==> src/rtl/tkt_pkg.sv <==
// Package for the top-k tracker: sizes, the kept entry type and the cell control type.
package tkt_pkg;

    localparam int TOP_K         = 10;
    localparam int POSITION_BITS = 16;
    localparam int VALUE_W       = 32;
    localparam int INDEX_W       = 16;

    typedef logic [VALUE_W-1:0]       value_t;
    typedef logic [INDEX_W-1:0]       index_t;
    typedef logic [POSITION_BITS-1:0] position_t;

    // One kept entry of the ranked list.
    typedef struct packed {
        logic   valid;
        value_t value;
        index_t index;
    } entry_t;

    // Cell control, shared by every cell of the chain.
    typedef struct packed {
        logic take;      // insert the broadcast sample this cycle
        logic shift_up;  // advance the list one cell toward the head
    } cell_ctrl_t;

    // Low index bits of a stream position, zero extended when the position is narrow.
    function automatic index_t position_to_index(input position_t pos);
        logic [63:0] wide;
        wide = 64'(pos);
        return wide[INDEX_W-1:0];
    endfunction

endpackage

==> src/rtl/tkt_cell.sv <==
// One cell of the sorted insertion chain: holds one kept entry.
module tkt_cell
(
    input  logic                clk,
    input  logic                rst_n,
    input  tkt_pkg::cell_ctrl_t ctrl,
    input  tkt_pkg::entry_t     sample,
    input  logic                prev_ins,
    input  tkt_pkg::entry_t     prev_entry,
    input  tkt_pkg::entry_t     next_entry,
    output logic                ins,
    output tkt_pkg::entry_t     entry
);

    tkt_pkg::entry_t entry_reg;
    tkt_pkg::entry_t entry_next;

    // Sample belongs here or above when this slot is empty or strictly beaten.
    assign ins   = !entry_reg.valid || (sample.value > entry_reg.value);
    assign entry = entry_reg;

    always_comb
    begin
        entry_next = entry_reg;
        priority if (ctrl.take)
        begin
            // Shift down when the sample lands above, take it when it lands here.
            priority if (prev_ins)
            begin
                entry_next = prev_entry;
            end
            else if (ins)
            begin
                entry_next = sample;
            end
            else
            begin
                entry_next = entry_reg;
            end
        end
        else if (ctrl.shift_up)
        begin
            entry_next = next_entry;
        end
        else
        begin
            entry_next = entry_reg;
        end
    end

    always_ff @(posedge clk or negedge rst_n)
    begin
        if (!rst_n)
        begin
            entry_reg <= '0;
        end
        else
        begin
            entry_reg <= entry_next;
        end
    end

endmodule

==> src/rtl/top_k_max_tracker_top.sv <==
// Top level of the top-k tracker: a chain of sorting cells plus the readout control.
// Throughput: one sample per cycle while collecting; the readout of N kept entries
// takes N output transfers, during which no sample is accepted.
// A sample enters the cell chain at its transfer edge; after a last sample
// the first ranked entry is offered on the next cycle.
// Reset (rst_n low, asynchronous) empties every cell and zeroes the position count.
module top_k_max_tracker_top
(
    input  logic        clk,
    input  logic        rst_n,
    input  logic        in_valid,
    output logic        in_stall,
    input  logic [31:0] sample_value,
    input  logic        in_last,
    output logic        out_valid,
    input  logic        out_stall,
    output logic [31:0] ranked_value,
    output logic [15:0] ranked_index,
    output logic        out_last
);

    // Chain links: element 0 and element TOP_K+1 are empty bookends, cell i
    // drives element i+1.
    tkt_pkg::entry_t     cell_q [tkt_pkg::TOP_K+2];
    logic                ins_q  [tkt_pkg::TOP_K+1];
    tkt_pkg::entry_t     sample;
    tkt_pkg::cell_ctrl_t ctrl;

    logic                drain_reg;
    logic                drain_next;
    tkt_pkg::position_t  pos_reg;
    tkt_pkg::position_t  pos_next;

    logic in_xfer;
    logic out_xfer;

    // Hold off new samples for the whole readout.
    assign in_stall = drain_reg;
    assign in_xfer  = in_valid && !drain_reg;

    // The head cell is the output register; its payload holds while stalled.
    assign out_valid    = drain_reg && cell_q[1].valid;
    assign ranked_value = cell_q[1].value;
    assign ranked_index = cell_q[1].index;
    assign out_last     = !cell_q[2].valid;
    assign out_xfer     = out_valid && !out_stall;

    // Broadcast the incoming sample with its stream position.
    assign sample.valid = 1'b1;
    assign sample.value = sample_value;
    assign sample.index = tkt_pkg::position_to_index(pos_reg);

    assign ctrl.take     = in_xfer;
    assign ctrl.shift_up = out_xfer;

    assign cell_q[0]                  = '0;
    assign cell_q[tkt_pkg::TOP_K + 1] = '0;
    assign ins_q[0]                   = 1'b0;

    for (genvar i = 0; i < tkt_pkg::TOP_K; i++)
    begin : g_cell
        tkt_cell u_cell
        (
            .clk        (clk),
            .rst_n      (rst_n),
            .ctrl       (ctrl),
            .sample     (sample),
            .prev_ins   (ins_q[i]),
            .prev_entry (cell_q[i]),
            .next_entry (cell_q[i+2]),
            .ins        (ins_q[i+1]),
            .entry      (cell_q[i+1])
        );
    end

    // Advance the position per sample; enter readout after a last sample and
    // drop back to the reset state once the final entry has gone out.
    always_comb
    begin
        drain_next = drain_reg;
        pos_next   = pos_reg;
        priority if (in_xfer)
        begin
            pos_next = pos_reg + 1'b1;
            if (in_last)
            begin
                drain_next = 1'b1;
            end
        end
        else if (out_xfer && out_last)
        begin
            drain_next = 1'b0;
            pos_next   = '0;
        end
        else
        begin
            drain_next = drain_reg;
            pos_next   = pos_reg;
        end
    end

    always_ff @(posedge clk or negedge rst_n)
    begin
        if (!rst_n)
        begin
            drain_reg <= 1'b0;
            pos_reg   <= '0;
        end
        else
        begin
            drain_reg <= drain_next;
            pos_reg   <= pos_next;
        end
    end

    // A readout always has an entry at the head.
    a_drain_has_head: assert property (@(posedge clk) disable iff (!rst_n)
        drain_reg |-> cell_q[1].valid)
        else $error("readout active with an empty head cell");

    // Filled cells form a prefix of the chain.
    a_valid_prefix: assert property (@(posedge clk) disable iff (!rst_n)
        !cell_q[1].valid |-> !cell_q[2].valid)
        else $error("gap in the kept list");

    // A last sample starts the readout.
    a_last_starts_drain: assert property (@(posedge clk) disable iff (!rst_n)
        (in_xfer && in_last) |=> drain_reg)
        else $error("readout did not start after a last sample");

    // The final ranked transfer returns the block to its reset state.
    a_final_clears: assert property (@(posedge clk) disable iff (!rst_n)
        (out_xfer && out_last) |=> (!drain_reg && pos_reg == '0 && !cell_q[1].valid))
        else $error("block not cleared after the readout");

endmodule
==> config.mk <==
export PLATFORM = sky130hd
export DESIGN_NAME = top_k_max_tracker_top
export DESIGN_NICKNAME = d
export VERILOG_FILES = /design/src/rtl/tkt_pkg.sv /design/src/rtl/tkt_cell.sv /design/src/rtl/top_k_max_tracker_top.sv
export SDC_FILE = /design/constraint.sdc
export NUM_CORES = 2
export LEC_CHECK = 0
export BUFFER_PORTS_ARGS = -buffer_cell sky130_fd_sc_hd__buf_4
export CAP_MARGIN = 20
export CORE_ASPECT_RATIO = 0.7
export CORE_MARGIN = 2
export CORE_UTILIZATION = 24
export CTS_BUF_LIST = sky130_fd_sc_hd__clkbuf_16
export DETAILED_ROUTE_END_ITERATION = 10
export PLACE_DENSITY = 0.36
export SETUP_SLACK_MARGIN = 0.4
export SYNTH_ARGS = -nofsm -noshare
export SYNTH_HDL_FRONTEND = slang
export SYNTH_HIERARCHICAL = 1
export SYNTH_SLANG_ARGS = --single-unit
==> constraint.sdc <==
create_clock -name clk -period 8.2 [get_ports clk]
set_input_delay 0.41 -clock clk [delete_from_list [all_inputs] [get_ports clk]]
set_output_delay 0.41 -clock clk [all_outputs]
set_load 0.1 [all_outputs]
---- After elaboration in Yosys (flattened, before gate mapping) ----
Index checks and enable logic that the tools add are counted.
word-level totals
  register bits ........................... 507
  bits of input ports ..................... 37
  output and inout port bits .............. 51
  word-level logic and storage cells ...... 137
operators by class
  add/subtract/negate cells ............... 1
  order comparisons ....................... 10
  eq/ne operators ......................... 11
  multiplexer cells ....................... 44
  reduce and logical (&&, ||, !) cells .... 39
operators with widths
  kind                   count
  $mux 49                39
  $gt 32x32->1           10
  $mux 16                2
  $ne 3x1->1 const B     9
  $reduce_and 2->1       11
  $add 16x1->16 const B  1
  $logic_not 1->1        12
  $logic_or 1x1->1       10
  $logic_and 1x1->1      4
  $reduce_bool 2->1      2
  $mux 1                 3
  $ne 2x1->1 const B     1
  $ne 2x2->1 const B     1

---- Depth between registers and ports, before layout ----
  depth in word-level cells ............... 5
  depth in mapped cells ................... 14
  mapped depth without buffers ............ 12

---- By module ----
Netlist, hierarchy kept.
modules (own cells, without submodules)
  module                            instances  cells an instance  area an instance (um^2)  seq. area each (um^2)
  tkt_cell at g_cell[0].u_cell ...  9          397                3851.2                   1226.2
  tkt_cell at g_cell[3].u_cell      1          445                4191.5                   1226.2
  top_k_max_tracker_top             1          86                 872.1                    425.4

---- Worst setup path after synthesis ----
No wires, ideal clock.
  path kind ............................... register -> register
  start point ............................. register drain_reg, in the netlist in_stall
  end point ............................... register g_cell[3].u_cell.entry_reg (netlist bit g_cell[3].u_cell/entry[32])
  setup time .............................. 0.126 ns
  arrival time ............................ 3.756 ns
  required time ........................... 8.074 ns
  slack ................................... 4.318 ns
  stages on the path, launching flop included .. 9
  period minus slack after synthesis ...... 3.882 ns
  cells stage by stage .................... dfrtp_1 -> nand2_1 -> nor2_1 -> clkbuf_1 -> clkbuf_1 -> buf_2 -> mux2i_1 -> nor2_1 -> a221o_1
on the way
  word-level cells in the longest chain between the ends .. 4
  elaborated cells between the ends (all ways) .. 8
ends and longest elaborated chain
  item                         line                          text
  start, declared              top_k_max_tracker_top.sv:29   logic drain_reg;
  start signal, assigned       top_k_max_tracker_top.sv:111  drain_reg <= drain_next;
  $logic_and 1x1->1            top_k_max_tracker_top.sv:42   assign out_valid = drain_reg && cell_q[1].valid;
  $logic_and 1x1->1            top_k_max_tracker_top.sv:46   assign out_xfer = out_valid && !out_stall;
  named net out_xfer           top_k_max_tracker_top.sv:35   logic out_xfer;
  $reduce_bool 2->1 (no line)  n/a
  $reduce_and 2->1 (no line)   n/a
  end signal, assigned         tkt_cell.sv:59                entry_reg <= entry_next;
  end, declared                tkt_cell.sv:15                tkt_pkg::entry_t entry_reg;
The timed path passes the listed nets, and every way through them passes these cells.
A chain may end at the register's enable or synchronous reset.

==> out/qor.csv <==
stage,metric,value,unit
status,status,"finished, final reports clean",
worst_setup_path,start_kind,flip-flop,
logic_synthesis,syn_inst,4103,
grt,grt_max_degree,137,
final_layout,largest_reg_flops,490,
die,rows,124,
power_and_ir_drop,pwr-share-seq,0.321,
clock_network,cts_tree,done,
timing,finalSetupViolCount,0,
grt,globalRouteMet2Util,0.2237,
logic_synthesis,syn_area,39720,µm²
final_layout,nets,4517,
clock_network,cts-resized-gates,0,
timing,slew-limit-headroom,0.2689,
placed_design,placed_cells,6291,
final_layout,layout-drive-gt1-share,0.1673,
power_and_ir_drop,pwr-share-comb,0.502,
worst_setup_path,r2r-start,g_cell[6].u_cell/entry[31],
clock_network,clk_latency,0.67,ns
power_and_ir_drop,switching_share,0.4819,
clock_network,htree_levels,3,
route,wl_per_cell,23.15,µm
power_and_ir_drop,p_int,0.008321,W
power_and_ir_drop,switchingPower,0.007739,W
timing,period_share,0.5811,
grt,grt_usage,0.1734,
placed_design,dp_hpwl,104.3,mm
final_layout,multi_input_area,25150,µm²
die,ios,88,
power_and_ir_drop,leakagePower,17.93,nW
placed_design,portBuffers,87,
grt,grt-busiest-layer,met1,
worst_setup_path,worstPathArrival,5.26,ns
worst_setup_path,worstPathMaxFanout,30,
power_and_ir_drop,peakVddDrop,0.2004,mV
route,wirelength,148.4,mm
worst_setup_path,r2r_slack,3.44,ns
final_layout,regArea,12690,µm²
grt,grt_pass1_wl,225.5,mm
die,core,163800,µm²
worst_setup_path,max_stage_delay,0.80,ns
final_layout,areaGrowthSynthToFinish,13.57,%
grt,grt_util_met1,0.2908,
worst_hold_path,min_path_type,input port to flip-flop,
worst_setup_path,startpoint,g_cell[6].u_cell/entry[31],
route,route.detailed.drc,0,
route,vias,31620,
grt,first_global_vias,32365,
worst_hold_path,hold_start,out_stall,
grt,use_met3,0.02653,
timing,post-route-min-period,4.765,ns
worst_setup_path,worst-setup-path-type,flip-flop to flip-flop,
worst_setup_path,critPathCaptureType,flip-flop,
timing,rsz0062_at_grt,no,
timing,fmax,0.2099,GHz
timing,report.final.slew_viol_count,0,
final_layout,nFillCells,17591,
worst_setup_path,critical_path.cell_chain,inv_1 -> ha_1 -> nand4_1 -> nor4_1 -> a21boi_1 -> o311a_1 -> nor2_1 -> nor2_4 -> buf_4 -> a221oi_4 -> buf_4 -> mux2i_1 -> o21ai_1,
grt,antenna_found_initial,4,
route,drt_iter0_markers,2229,
power_and_ir_drop,powerDensity,356.0,nW/µm²
timing,clock_skew,0.02910,ns
die,dieArea,168800,µm²
grt,grt-ovfl-total,0,
power_and_ir_drop,clkPwrFrac,0.178,
worst_setup_path,crit_path_top_delay_cell,nor2_4,
route,first_pass_iters,5,
clock_network,clock_path_buffers,3,
logic_synthesis,avgSynthCellArea,9.681,µm²
timing,worst_pin_slew,1.094,ns
die,dieHeight,344.4,µm
logic_synthesis,synth.yosys.warnings,6,
route,viasPerCell,4.932,
final_layout,finalNonFillerCells,6411,
clock_network,cts_buffers,66,
clock_network,cts_sinks,507,
flow_run,max_cap_viol_count,0,
worst_setup_path,r2r-end,g_cell[7].u_cell/entry[47],
route,drt.antenna.violating_nets,0,
worst_setup_path,required,8.70,ns
timing,hold_viol,0,
clock_network,ctsRootBufferMaster,clkbuf_16,
die,dieWidth,490.2,µm
placed_design,gp_congestion,0.7616,
worst_setup_path,crit_path_frequent_cell,buf_4,
worst_setup_path,crit_end,g_cell[7].u_cell/entry[47],
worst_setup_path,rr_worst_depth,13,
die,start_util,0.2424,
clock_network,clk_pin_slew,0.06,ns
timing,setup_tns,0,ns
worst min path at each step:
| stage | to | slack, ns | cells past startpoint |
|---|---|---|---|
| after floorplan | g_cell[0].u_cell/entry[0] | 0.11 | 0 |
| after CTS | pos_reg[2] | 0.02 | 3 |
| after global routing | pos_reg[2] | 0.05 | 3 |
| after detailed placement | g_cell[0].u_cell/entry[32] | 0.50 | 1 |
| after global placement | g_cell[0].u_cell/entry[32] | 0.50 | 1 |
| final | pos_reg[2] | 0.07 | 3 |
stage by stage:
step	setup slack, ns	utilization	total power [W]	area, µm²	hold slack [ns]
floorplan	4.318	-	0.01050	40120	0.1144
global placement	3.245	0.2623	0.01311	42980	0.4957
detailed placement	3.187	0.2627	0.01317	43040	0.4980
CTS	3.435	0.2748	0.01609	45020	0.01995
global route	3.278	0.2753	0.01733	45100	0.05331
finish	3.435	0.2753	0.01606	45110	0.06614
final cells by class:
class	count	area share
repair buffers	150	0.02796
inverters	342	0.02857
clock inverters	45	0.006296
clock buffers	67	0.03717
well taps	2205	0.06116
diodes	3	0.0001664
flip-flops and latches	507	0.2813
multi-input cells	3092	0.5574
layer usage:
metal	vias to the layer above	wire, µm
met5	-	0
met1	15523	85890
met3	121	6122
li1	15371	-
met4	0	2293
met2	605	54100
repair_timing:
action,in CTS,in global routing
hold buffers,2,0
setup buffers,0,0
endpoints found under the hold margin,77,0
power groups by stage:
| stage | Combinational [W] | Clock, W | Sequential (W) |
|---|---|---|---|
| finish | 0.00806 | 0.00285 | 0.00515 |
| global route | 0.00895 | 0.00303 | 0.00535 |
| CTS | 0.00804 | 0.00293 | 0.00512 |
| detailed placement | 0.00800 | 0 | 0.00517 |
| global placement | 0.00795 | 0 | 0.00516 |
| floorplan | 0.00531 | 0 | 0.00519 |
layout by cell type, fill, tap and decap left out, types with 25 or more instances in the layout:
master	n
o21ai_0	34
nor2_1	87
nand3_1	25
mux2i_1	548
nand2_1	117
a22oi_1	441
mux2_2	423
dfrtp_1	507
a21oi_1	140
ha_1	321
nand4_1	63
conb_1	109
buf_4	139
o21ai_1	478
nor2b_1	58
a221o_1	49
clkbuf_16	67
inv_1	356
critical path, delay by kind of cell, from the launching register on:
kind | cells | cell delay [ns]
multiplexers | 1 | 0.29
AND/OR/NAND/NOR | 4 | 1.84
buffers and inverters | 3 | 0.98
AO/OA/AOI/OAI | 4 | 0.73
flip-flops | 1 | 0.43
adder cells (fa/ha/maj) | 1 | 0.32
Note: power is estimated with default switching activity, not from simulation.
